<file path="src/hw/rtl/cdd_pkg.sv">
// Shared types, codes and calendar helpers for the calendar date decrementer.
package cdd_pkg;

  localparam int unsigned DayW   = 5;
  localparam int unsigned MonthW = 4;
  localparam int unsigned YearW  = 16;
  localparam int unsigned CountW = 10;
  // Enough for the largest week count expanded to days (1023 * 7).
  localparam int unsigned StepW  = 13;

  // Multiplicative inverse of 25 modulo 2^16 and the divisibility bound.
  localparam logic [YearW-1:0] Inv25   = 16'h5C29;
  localparam logic [YearW-1:0] Div25Lim = 16'(65535 / 25);

  typedef enum logic [2:0] {
    ACT_DAYS       = 3'd0,
    ACT_WEEKS      = 3'd1,
    ACT_MONTHS     = 3'd2,
    ACT_YEARS      = 3'd3,
    ACT_DECADES    = 3'd4,
    ACT_CENTURY    = 3'd5,
    ACT_MILLENNIUM = 3'd6
  } action_t;

  localparam logic [MonthW-1:0] MonthJan = 4'd1;
  localparam logic [MonthW-1:0] MonthFeb = 4'd2;
  localparam logic [MonthW-1:0] MonthDec = 4'd12;

  typedef struct packed {
    logic load;   // capture a new transaction
    logic step;   // take one day or one month away
    logic store;  // move the working date into the result register
  } cdd_cmd_t;

  typedef struct packed {
    logic cnt_zero;  // no steps left
  } cdd_sts_t;

  // Days in a month; February depends on the leap flag.
  function automatic logic [DayW-1:0] month_length(input logic [MonthW-1:0] m,
                                                   input logic leap);
    logic [DayW-1:0] len;
    case (m)
      4'd2:                      len = leap ? 5'd29 : 5'd28;
      4'd4, 4'd6, 4'd9, 4'd11:   len = 5'd30;
      4'd1, 4'd3, 4'd5, 4'd7, 4'd8, 4'd10, 4'd12: len = 5'd31;
      default:                   len = 5'd0;
    endcase
    return len;
  endfunction

endpackage

</file>
<file path="src/hw/rtl/cdd_ctrl.sv">
// Controller state machine for the calendar date decrementer.
module cdd_ctrl
  import cdd_pkg::*;
(
  input  logic     clk,
  input  logic     rst,
  input  logic     in_valid,
  output logic     in_ready,
  output logic     out_valid,
  input  logic     out_ready,
  input  cdd_sts_t sts,
  output cdd_cmd_t cmd
);

  typedef enum logic [3:0] {
    ST_IDLE = 4'b0001,
    ST_PREP = 4'b0010,
    ST_RUN  = 4'b0100,
    ST_FIN  = 4'b1000
  } state_t;

  state_t state, state_next;
  logic   out_free;

  assign out_free = !out_valid || out_ready;

  always_comb begin
    state_next = state;
    in_ready   = 1'b0;
    cmd        = '0;
    case (state)
      ST_IDLE: begin
        in_ready = 1'b1;
        if (in_valid) begin
          cmd.load   = 1'b1;
          state_next = ST_PREP;
        end
      end
      // Wait state in which the registered leap flag takes up the freshly loaded year.
      ST_PREP: state_next = ST_RUN;
      ST_RUN: begin
        if (sts.cnt_zero) begin
          state_next = ST_FIN;
        end else begin
          cmd.step = 1'b1;
        end
      end
      ST_FIN: begin
        if (out_free) begin
          cmd.store  = 1'b1;
          state_next = ST_IDLE;
        end
      end
      default: state_next = ST_IDLE;
    endcase
  end

  always_ff @(posedge clk) begin
    if (rst) begin
      state     <= ST_IDLE;
      out_valid <= 1'b0;
    end else begin
      state <= state_next;
      if (cmd.store) begin
        out_valid <= 1'b1;
      end else if (out_ready) begin
        out_valid <= 1'b0;
      end
    end
  end

endmodule

</file>
<file path="src/hw/rtl/cdd_dp.sv">
// Datapath of the calendar date decrementer: working date, step counter and result register.
module cdd_dp
  import cdd_pkg::*;
(
  input  logic                     clk,
  input  cdd_cmd_t                 cmd,
  output cdd_sts_t                 sts,
  input  logic [2:0]               action,
  input  logic [CountW-1:0]        step_count,
  input  logic [DayW-1:0]          day_in,
  input  logic [MonthW-1:0]        month_in,
  input  logic signed [YearW-1:0]  year_in,
  output logic [DayW-1:0]          day_out,
  output logic [MonthW-1:0]        month_out,
  output logic signed [YearW-1:0]  year_out
);

  logic [DayW-1:0]         day;
  logic [MonthW-1:0]       month;
  logic signed [YearW-1:0] year;
  logic [StepW-1:0]        cnt;
  logic                    by_month;
  logic                    leap;

  logic [MonthW-1:0]       month_clamp;
  logic [StepW-1:0]        cnt_load;
  logic signed [YearW-1:0] year_load;
  logic [StepW:0]          decade_years;

  logic [YearW-1:0]        year_abs;
  logic [YearW-1:0]        year_prod;
  logic                    div4, div16, div25;

  logic [DayW-1:0]         day_next;
  logic [MonthW-1:0]       month_next;
  logic signed [YearW-1:0] year_next;

  assign sts.cnt_zero = (cnt == '0);

  // Load values for a new transaction.
  always_comb begin
    month_clamp = month_in;
    if (month_in < MonthJan) month_clamp = MonthJan;
    if (month_in > MonthDec) month_clamp = MonthDec;

    decade_years = {1'b0, step_count, 3'b000} + {3'b000, step_count, 1'b0};
    cnt_load  = '0;
    year_load = year_in;
    case (action)
      ACT_DAYS:    cnt_load = {3'b000, step_count};
      ACT_WEEKS:   cnt_load = {step_count, 3'b000} - {3'b000, step_count};
      ACT_MONTHS:  cnt_load = {3'b000, step_count};
      ACT_YEARS:   year_load = year_in - $signed({6'b0, step_count});
      ACT_DECADES: year_load = year_in - $signed({2'b0, decade_years});
      ACT_CENTURY: begin
        if (year_in > 16'sd100) year_load = year_in - 16'sd100;
      end
      ACT_MILLENNIUM: begin
        if (year_in > 16'sd1000) year_load = year_in - 16'sd1000;
      end
      default: ;
    endcase
  end

  // Leap test: divisible by 25 via the modular inverse on the magnitude.
  always_comb begin
    year_abs  = year[YearW-1] ? YearW'(-year) : year;
    year_prod = YearW'(year_abs * Inv25);
    div25     = (year_prod <= Div25Lim);
    div4      = (year[1:0] == 2'b00);
    div16     = (year[3:0] == 4'b0000);
  end

  // One step backwards by a day or by a month.
  always_comb begin
    day_next   = day;
    month_next = month;
    year_next  = year;
    if (by_month) begin
      if (month == MonthJan) begin
        year_next  = year - 16'sd1;
        month_next = MonthDec;
      end else begin
        month_next = month - 4'd1;
      end
    end else if (day == 5'd1) begin
      if (month == MonthJan) begin
        year_next  = year - 16'sd1;
        month_next = MonthDec;
        day_next   = 5'd31;
      end else begin
        month_next = month - 4'd1;
        day_next   = month_length(month - 4'd1, leap);
      end
    end else begin
      day_next = day - 5'd1;
    end
  end

  always_ff @(posedge clk) begin
    leap <= (div4 && !div25) || (div16 && div25);
    if (cmd.load) begin
      day      <= day_in;
      month    <= month_clamp;
      year     <= year_load;
      cnt      <= cnt_load;
      by_month <= (action == ACT_MONTHS);
    end else if (cmd.step) begin
      day   <= day_next;
      month <= month_next;
      year  <= year_next;
      cnt   <= cnt - StepW'(1);
    end
    if (cmd.store) begin
      day_out   <= day;
      month_out <= month;
      year_out  <= year;
    end
  end

endmodule

</file>
<file path="src/hw/rtl/calendar_date_decrementer.sv">
// Top level of the calendar date decrementer: controller and datapath joined.
//
//   Channel  Direction  Handshake              Payload
//   input    in         in_valid / in_ready    action, step_count, day_in, month_in, year_in
//   result   out        out_valid / out_ready  day_out, month_out, year_out
//
// A transaction runs from acceptance through the load, a preparation state,
// N single steps and the store into the output register, where N is the
// count for days and months, seven times the count for weeks, and zero for
// the year actions. The working date moves back by one day or one month per
// cycle in the datapath's step logic, so N is at most 7161.
// Reset is synchronous and active high; it returns the controller to idle
// and drops out_valid. The next input transaction may be accepted while a
// result still waits in the output register; a finished date only waits for
// that register when an earlier result has not yet been taken.
module calendar_date_decrementer
  import cdd_pkg::*;
(
  input  logic                    clk,
  input  logic                    rst,
  input  logic                    in_valid,
  output logic                    in_ready,
  input  logic [2:0]              action,
  input  logic [CountW-1:0]       step_count,
  input  logic [DayW-1:0]         day_in,
  input  logic [MonthW-1:0]       month_in,
  input  logic signed [YearW-1:0] year_in,
  output logic                    out_valid,
  input  logic                    out_ready,
  output logic [DayW-1:0]         day_out,
  output logic [MonthW-1:0]       month_out,
  output logic signed [YearW-1:0] year_out
);

  // Commands flow from the controller to the datapath, status back.
  cdd_cmd_t cmd;
  cdd_sts_t sts;

  // The controller sequences load, stepping and the hand-over to the
  // output register, and owns both handshake flags.
  cdd_ctrl u_ctrl (
    .clk       (clk),
    .rst       (rst),
    .in_valid  (in_valid),
    .in_ready  (in_ready),
    .out_valid (out_valid),
    .out_ready (out_ready),
    .sts       (sts),
    .cmd       (cmd)
  );

  // The datapath holds the working date, the step counter, the registered
  // leap flag and the result register.
  cdd_dp u_dp (
    .clk        (clk),
    .cmd        (cmd),
    .sts        (sts),
    .action     (action),
    .step_count (step_count),
    .day_in     (day_in),
    .month_in   (month_in),
    .year_in    (year_in),
    .day_out    (day_out),
    .month_out  (month_out),
    .year_out   (year_out)
  );

endmodule

</file>
<file path="config.mk">
export PLATFORM = sky130hd
export DESIGN_NAME = calendar_date_decrementer
export DESIGN_NICKNAME = d
export VERILOG_FILES = /design/src/hw/rtl/cdd_pkg.sv /design/src/hw/rtl/cdd_ctrl.sv /design/src/hw/rtl/cdd_dp.sv /design/src/hw/rtl/calendar_date_decrementer.sv
export SDC_FILE = /design/constraint.sdc
export NUM_CORES = 1
export LEC_CHECK = 0
export BUFFER_PORTS_ARGS = -buffer_cell sky130_fd_sc_hd__buf_4
export CORE_MARGIN = 3
export CORE_UTILIZATION = 53
export CTS_BUF_LIST = sky130_fd_sc_hd__clkbuf_16
export CTS_CLUSTER_SIZE = 8
export DETAILED_ROUTE_END_ITERATION = 7
export GPL_TIMING_DRIVEN = 1
export PLACE_DENSITY = 0.73
export SLEW_MARGIN = 0
export SYNTH_ARGS = -nofsm -noshare
export SYNTH_HDL_FRONTEND = slang
export SYNTH_SLANG_ARGS = --single-unit
</file>
<file path="constraint.sdc">
create_clock -name clk -period 6.9 [get_ports clk]
set_input_delay 1.38 -clock clk [delete_from_list [all_inputs] [get_ports clk]]
set_output_delay 1.38 -clock clk [all_outputs]
set_load 0.02 [all_outputs]
</file>
## Word-level counts from Yosys, hierarchy flattened

Index checks and enable logic that the tools add are counted.

| word-level totals | value |
|---|---|
| register bits after elaboration | 70 |
| bits in latches | 0 |
| bits in writable memories | 0 |
| bits in read-only memories | 0 |
| input port bits | 42 |
| output and inout port bits | 27 |
| word-level logic and storage cells | 114 |
| memories kept | 0 |

| cells by class | value |
|---|---|
| $add $sub $neg | 11 |
| multipliers | 1 |
| div/mod/pow operators | 0 |
| magnitude comparators | 5 |
| equality and inequality tests | 28 |
| shift operators | 0 |
| multiplexer cells | 39 |
| bitwise operators | 0 |
| reductions and logical operators | 19 |

Operators with widths:

| cell | count |
|---|---|
| two-way mux 16 bit | 8 |
| case mux 16 bit (4 select lines) | 1 |
| two-way mux 4 bit | 10 |
| two-way mux 13 bit | 2 |
| case mux 13 bit (2 select lines) | 1 |
| two-way mux 5 bit | 5 |
| equality test 4 bit (second input constant) | 6 |
| equality test 4 x 3 -> 1 bit (second input constant) | 5 |
| > comparator 16 x 11 -> 1 bit (second input constant) | 1 |
| > comparator 16 x 8 -> 1 bit (second input constant) | 1 |
| less-or-equal comparator 16 x 12 -> 1 bit (second input constant) | 1 |
| multiplier 16 x 15 -> 16 bit (second input constant) | 1 |
| negation 16 bit | 1 |
| case mux 4 bit (4 select lines) | 1 |
| subtractor 16 x 11 -> 16 bit | 1 |
| subtractor 16 x 11 -> 16 bit (second input constant) | 1 |
| subtractor 16 x 15 -> 16 bit | 1 |
| subtractor 16 x 2 -> 16 bit (second input constant) | 1 |
| subtractor 16 x 8 -> 16 bit (second input constant) | 1 |
| case mux 5 bit (3 select lines) | 1 |
| adder 13 x 11 -> 14 bit | 1 |
| zero test 13 bit | 1 |
| subtractor 13 x 1 -> 13 bit (second input constant) | 1 |
| subtractor 13 x 10 -> 13 bit | 1 |
| other kinds (26) | 49 |

## Logic depth before layout (Yosys ltp)

| logic depth | value |
|---|---|
| depth in word-level cells | 9 |
| mapped depth | 25 |
| depth with buffers taken out | 24 |

## Hierarchy

Synthesis repeated with hierarchy kept, for this count alone.

| unflattened totals | value |
|---|---|
| cells, all modules | 965 |
| area total of the unflattened synthesis | 8483.1 µm² |

By module, submodules not included:

| module | instances | cells each | area an instance (µm²) | sequential area each (µm²) |
|---|---|---|---|---|
| cdd_dp | 1 | 935 | 8210.4 | 1941.9 |
| cdd_ctrl | 1 | 30 | 272.8 | 100.1 |

## Worst setup path before layout

No wires, ideal clock.

| path | value |
|---|---|
| path kind | register to register |
| start point | reg u_dp.year[2] |
| end point | reg u_dp.leap |
| library setup time | 0.125 ns |
| arrival | 5.136 ns |
| required time | 6.775 ns |
| path slack | 1.638 ns |
| stages on the path, launching flop included | 24 |
| path buffers | 1 |
| period minus slack after synthesis | 5.262 ns |
| cells stage by stage | edfxtp_1 -> clkbuf_8 -> nor3_1 -> nand2_1 -> or3_1 -> or3_1 -> nand2_1 -> xor2_1 -> inv_1 -> ha_1 -> inv_1 -> fa_1 -> inv_1 -> ha_1 -> fa_1 -> fa_1 -> ha_1 -> xnor2_1 -> xnor2_1 -> xnor2_1 -> xnor2_1 -> xnor2_1 -> xnor2_1 -> a31oi_1 |

| on the way | value |
|---|---|
| cells in the longest elaborated chain, start to end | 7 |
| elaborated cells between the ends (all ways) | 9 |
| those cells by class | add/sub: 1; mul: 1; order compare: 1; mux: 1; reduce/logical: 5 |

Ends and longest elaborated chain:

| what | line | source |
|---|---|---|
| from (decl) | cdd_dp.sv:20 | `logic signed [YearW-1:0] year;` |
| from (signal assigned) | cdd_dp.sv:105 | `year <= year_load;` |
| from (signal assigned) | cdd_dp.sv:111 | `year <= year_next;` |
| negation 16 bit | cdd_dp.sv:67 | `year_abs = year[YearW-1] ? YearW'(-year) : year;` |
| two-way mux 16 bit | cdd_dp.sv:67 |  |
| multiplier 16 x 15 -> 16 bit | cdd_dp.sv:68 | `year_prod = YearW'(year_abs * Inv25);` |
| less-or-equal comparator 16 x 12 -> 1 bit | cdd_dp.sv:69 | `div25 = (year_prod <= Div25Lim);` |
| zero test 1 bit | cdd_dp.sv:101 | `leap <= (div4 && !div25) \|\| (div16 && div25);` |
| logical AND 1 bit | cdd_dp.sv:101 |  |
| logical OR 1 bit * | cdd_dp.sv:101 |  |
| to (signal assigned) | cdd_dp.sv:101 |  |
| to (decl) | cdd_dp.sv:23 | `logic leap;` |

Mark *: on every way between the ends. The rest lies on a longest branch, timed or not.
A chain may end at the register's enable or synchronous reset.

## Final worst setup path

Same ends and word-level chain as after synthesis.

==> summary.md <==
| Metric | Value |
|---|---|
| Status | `finished clean` |
| Grt total ovfl | `0` |
| Num CTS Buffers | `9` |
| Tmin final | `between 5 and 6 ns` |
| Crit Path Class | `reg2reg` |
| First DRT Iteration DRCs | `roughly 650` |
| CTS H-tree depth | `3` |
| Antenna violations before repair | `0` |
| Post-CTS setup buffers | `0` |
| Worst vdd ir | `601 uV` |
| Chip Height | `between 100 and 150 um` |
| Clock-pin slew on the worst setup and hold paths | `around 0.060 ns` |
| Crit path largest cell delay | `0.52 ns` |
| Max_cap viols | `0` |
| Starting Density | `a little under three fifths` |
| R2R setup slack | `~1.3 ns` |
| Comb pwr share | `66.9%` |
| Reg-to-Reg End | `u_dp.leap` |
| Synthesized cell area | `approximately 8200 um^2` |
| Slew HR | `a little under a third` |
| Max stage delay cell, worst path | `edfxtp_1` |
| Worst setup EP type | `flip-flop` |
| Final Hold Vio Count | `0` |
| Switching share of total power | `41.7%` |
| 1st-pass router iterations | `5` |
| Worst-Margin Slew | `1.03 ns` |
| Data arrival, critical path | `a little under 6 ns` |
| Final WS setup | `~1.3 ns` |
| CTS sink cnt | `70` |
| Post-DP Area | `roughly 9000 um^2` |
| Cell chain of the critical path | `nor3_1 > nand2_1 > or3_1 > or3_1 > nand2_1 > xor2_1 > inv_1 > ha_1 > inv_1 > fa_1 > inv_1 > ha_1 > fa_1 > fa_1 > ha_1 > xnor2_1 > xnor2_1 > xnor2_1 > xnor2_1 > xnor2_1 > xnor2_1 > a31oi_1` |
| HPWL after DPL | `about 16,000 um` |
| Top_reg_cell synth | `edfxtp_1` |
| TritonCTS clock tree | `done` |
| Total die area | `about 17,000 um^2` |
| Post-layout power | `3.28 mW` |
| Mean post-synth cell area | `about 8.7 um^2` |
| Antenna Cells | `0` |
| CP delay by family, top | `adder cells` |
| First-pass GRT wire length | `between 30,000 and 40,000 um` |
| Cell row count | `between 40 and 50` |
| Core ar. | `14,900 um^2` |
| Post-route DRC | `0` |
| Wire per inst | `around 17 um` |
| Post-Syn Instances | `between 900 and 1,000` |
| FFs w/ async S/R, synth | `0%` |
| Largest net degree at the start of global routing | `about 60` |
| I/O pin total | `69` |
| CP Max Fanout | `8` |
| Design Area, Final | `9180 um^2` |
| GRT Overall Usage | `about a quarter` |
| IO Port Bufs | `between 60 and 70` |
| Ratio of cells with drive above 1 in the final layout | `between 10 and 15%` |
| Int Power | `~1.9 mW` |
| Buf/Inv on CP | `3` |
| Net Switching | `approximately 1.4 mW` |
| #FFs+latches synth | `70` |
| Post-placement cell count | `roughly 1,200` |
| RSZ-0062 raised after global routing | `false` |
| Min-Delay Path Class | `reg2reg` |
| PostCTS Resize Cnt | `0` |
| Antenna Nets Post-Route | `0` |
| Fill cells | `approximately 1,300` |
| Final setup fails | `0` |
| Non-filler cells, final | `roughly 1,200` |
| Post-Synthesis Net Count | `1,119` |
| Dpl ws | `roughly 1.3 ns` |
| LEAKAGE | `between 3 and 4 nW` |
| Total Routed Length | `20,300 um` |
| Number of synthesized flops with an enable pin | `64` |
| Sequential Power Share | `between 10% and 20%` |
| Power Density | `~360 nW/um^2` |
| Clock power frac | `between 15 and 20%` |
| Worst Clk Skew | `between 0.01 and 0.015 ns` |
| Synth unique cells | `80` |
| Final Net Count | `~1,200` |
| Final Max Tran Viols | `0` |
| Hold path start | `u_dp.day[1]` |
| Maximum buffer depth of the clock tree | `2` |
| CTS Hold Buffers Added | `0` |
| Root Driver | `clkbuf_16` |
| Most frequent CP cell | `xnor2_1` |
| Crit path launch type | `flip-flop` |
| Min-Delay Path Depth | `0` |
| Final TNS setup | `0 ns` |
| Layout area overhead | `11.5%` |
| Routed vias | `7,134` |
| DR vias/cell | `6.04` |
| Die W | `between 100 and 150 um` |
| Critical path required time | `about 7.1 ns` |
| Yosys synthesis warning count | `0` |
| RR Startpoint | `u_dp.year[2]` |
| GPL Wtd Cong | `approximately 0.98` |
| Seq/Total Area, Yosys | `about a quarter` |
| Max Freq | `178 MHz` |
| Clk_lat worst skew | `approximately 0.34 ns` |
| Vias in the first global route | `between 6,000 and 7,000` |
| R2R cell count | `22` |
| Hold_ws | `0.481 ns` |
| Layout Utilization | `a little over 60%` |
| Hold path endpoint | `u_dp.day_out[1]` |
| Fin crit share | `81.6%` |
[registers in the layout (all words and copies together) (netlist names)]
name / flops
u_ctrl.out_valid: 1
u_dp.year: 16
u_dp.month: 4
u_dp.by_month: 1
u_ctrl.state: 4
u_dp.cnt: 13
u_dp.year_out: 16
u_dp.month_out: 4
u_dp.day_out: 5
u_dp.leap: 1
u_dp.day: 5
[worst reg2reg max path: stages (launching register included)]
cell	delay, ns
edfxtp_1	0.52
nor3_1	0.31
nand2_1	0.10
or3_1	0.36
or3_1	0.36
nand2_1	0.10
xor2_1	0.23
inv_1	0.09
ha_1	0.28
inv_1	0.05
fa_1	0.52
inv_1	0.05
ha_1	0.31
fa_1	0.48
fa_1	0.50
ha_1	0.22
xnor2_1	0.13
xnor2_1	0.20
xnor2_1	0.16
xnor2_1	0.15
xnor2_1	0.15
xnor2_1	0.14
a31oi_1	0.09
[power groups by stage]
stage	clock network (mW)	registers [mW]	logic (mW)
2_1_floorplan	0	0.541	1.77
6_report	0.531	0.555	2.20
3_5_place_dp	0	0.563	2.17
3_3_place_gp	0	0.562	2.12
4_1_cts	0.540	0.555	2.21
5_1_grt	0.557	0.560	2.51
[cell type report]
class                      instances  area [um^2]  share of cell area, %
multi-input combinational        750         5700                   62.1
sequential                        70         2040                   22.2
timing repair buffer              71          533                   5.80
inverter                          91          342                   3.72
tap                              184          230                   2.51
clock buffer                       9          225                   2.45
clock inverter                     6          110                   1.20
[how the worst max path moves through the flow]
| stage | end | cells after the start | from |
|---|---|---|---|
| 2_1_floorplan | u_dp.leap | 23 | u_dp.year[2] |
| 3_3_place_gp | u_dp.leap | 22 | u_dp.year[2] |
| 3_5_place_dp | u_dp.leap | 22 | u_dp.year[0] |
| 4_1_cts | u_dp.leap | 22 | u_dp.year[2] |
| 5_1_grt | u_dp.leap | 21 | u_dp.year[0] |
| 6_report | u_dp.leap | 22 | u_dp.year[2] |
[logic make-up (layout without fill, tap and decap cells)]
| group | count (synthesis) | count (layout) | synth area share, % |
|---|---|---|---|
| and+or+nand+nor | 266 | 266 | 16.2 |
| AOI/OAI and AO/OA | 256 | 256 | 20.3 |
| adders and majority gates | 133 | 133 | 22.1 |
| buffers and inverters | 125 | 177 | 6.05 |
| xor gates and xnor gates | 92 | 92 | 10.2 |
| DFF | 70 | 70 | 24.8 |
| muxes | 3 | 3 | 0.380 |
[synth_stat cells, types with 7 or more instances]
cell        n  share of area, %
ha_1      111                17
inv_1      90               4.1
a21oi_1    76               4.6
nand2_1    73               3.3
nor2_1     71               3.2
edfxtp_1   64                23
xnor2_1    54               5.7
o21ai_0    45               2.7
xor2_1     35               3.7
clkbuf_1   30               1.4
nor3_1     26               1.6
fa_1       21               5.1
a31oi_1    16               1.2
nand3_1    14              0.85
a211oi_1   13               1.2
a21o_1     13               1.2
a22oi_1    11               1.0
nor2b_1    11              0.84
a221oi_1    9              0.96
nand2b_1    9              0.68
o21a_1      9              0.82
o22ai_1     9              0.68
or2_2       9              0.68
nor4_1      8              0.61
or3_1       8              0.61
a21boi_0    7              0.64
[layout by cell type (no fill, tap or decap), drive strengths merged, types with 10 or more instances in the layout]
| cell | instances |
|---|---|
| ha | 111 |
| inv | 91 |
| a21oi | 76 |
| nand2 | 74 |
| buf | 71 |
| nor2 | 71 |
| edfxtp | 64 |
| xnor2 | 54 |
| o21ai | 46 |
| xor2 | 36 |
| nor3 | 27 |
| fa | 21 |
| a31oi | 16 |
| nand3 | 14 |
| a211oi | 13 |
| a21o | 13 |
| nor2b | 11 |
| a22oi | 11 |
| nor4 | 10 |
[routing by layer]
| metal | part of all wire, % | global-route usage, % | vias to the layer above |
|---|---|---|---|
| met5 | 0 | 0 | - |
| li1 | - | - | 3521 |
| met4 | 2.2 | 7.56 | 0 |
| met2 | 47 | 39.2 | 257 |
| met3 | 5.9 | 3.62 | 34 |
| met1 | 45 | 32.7 | 3322 |
(Power assumes the default switching activity.)
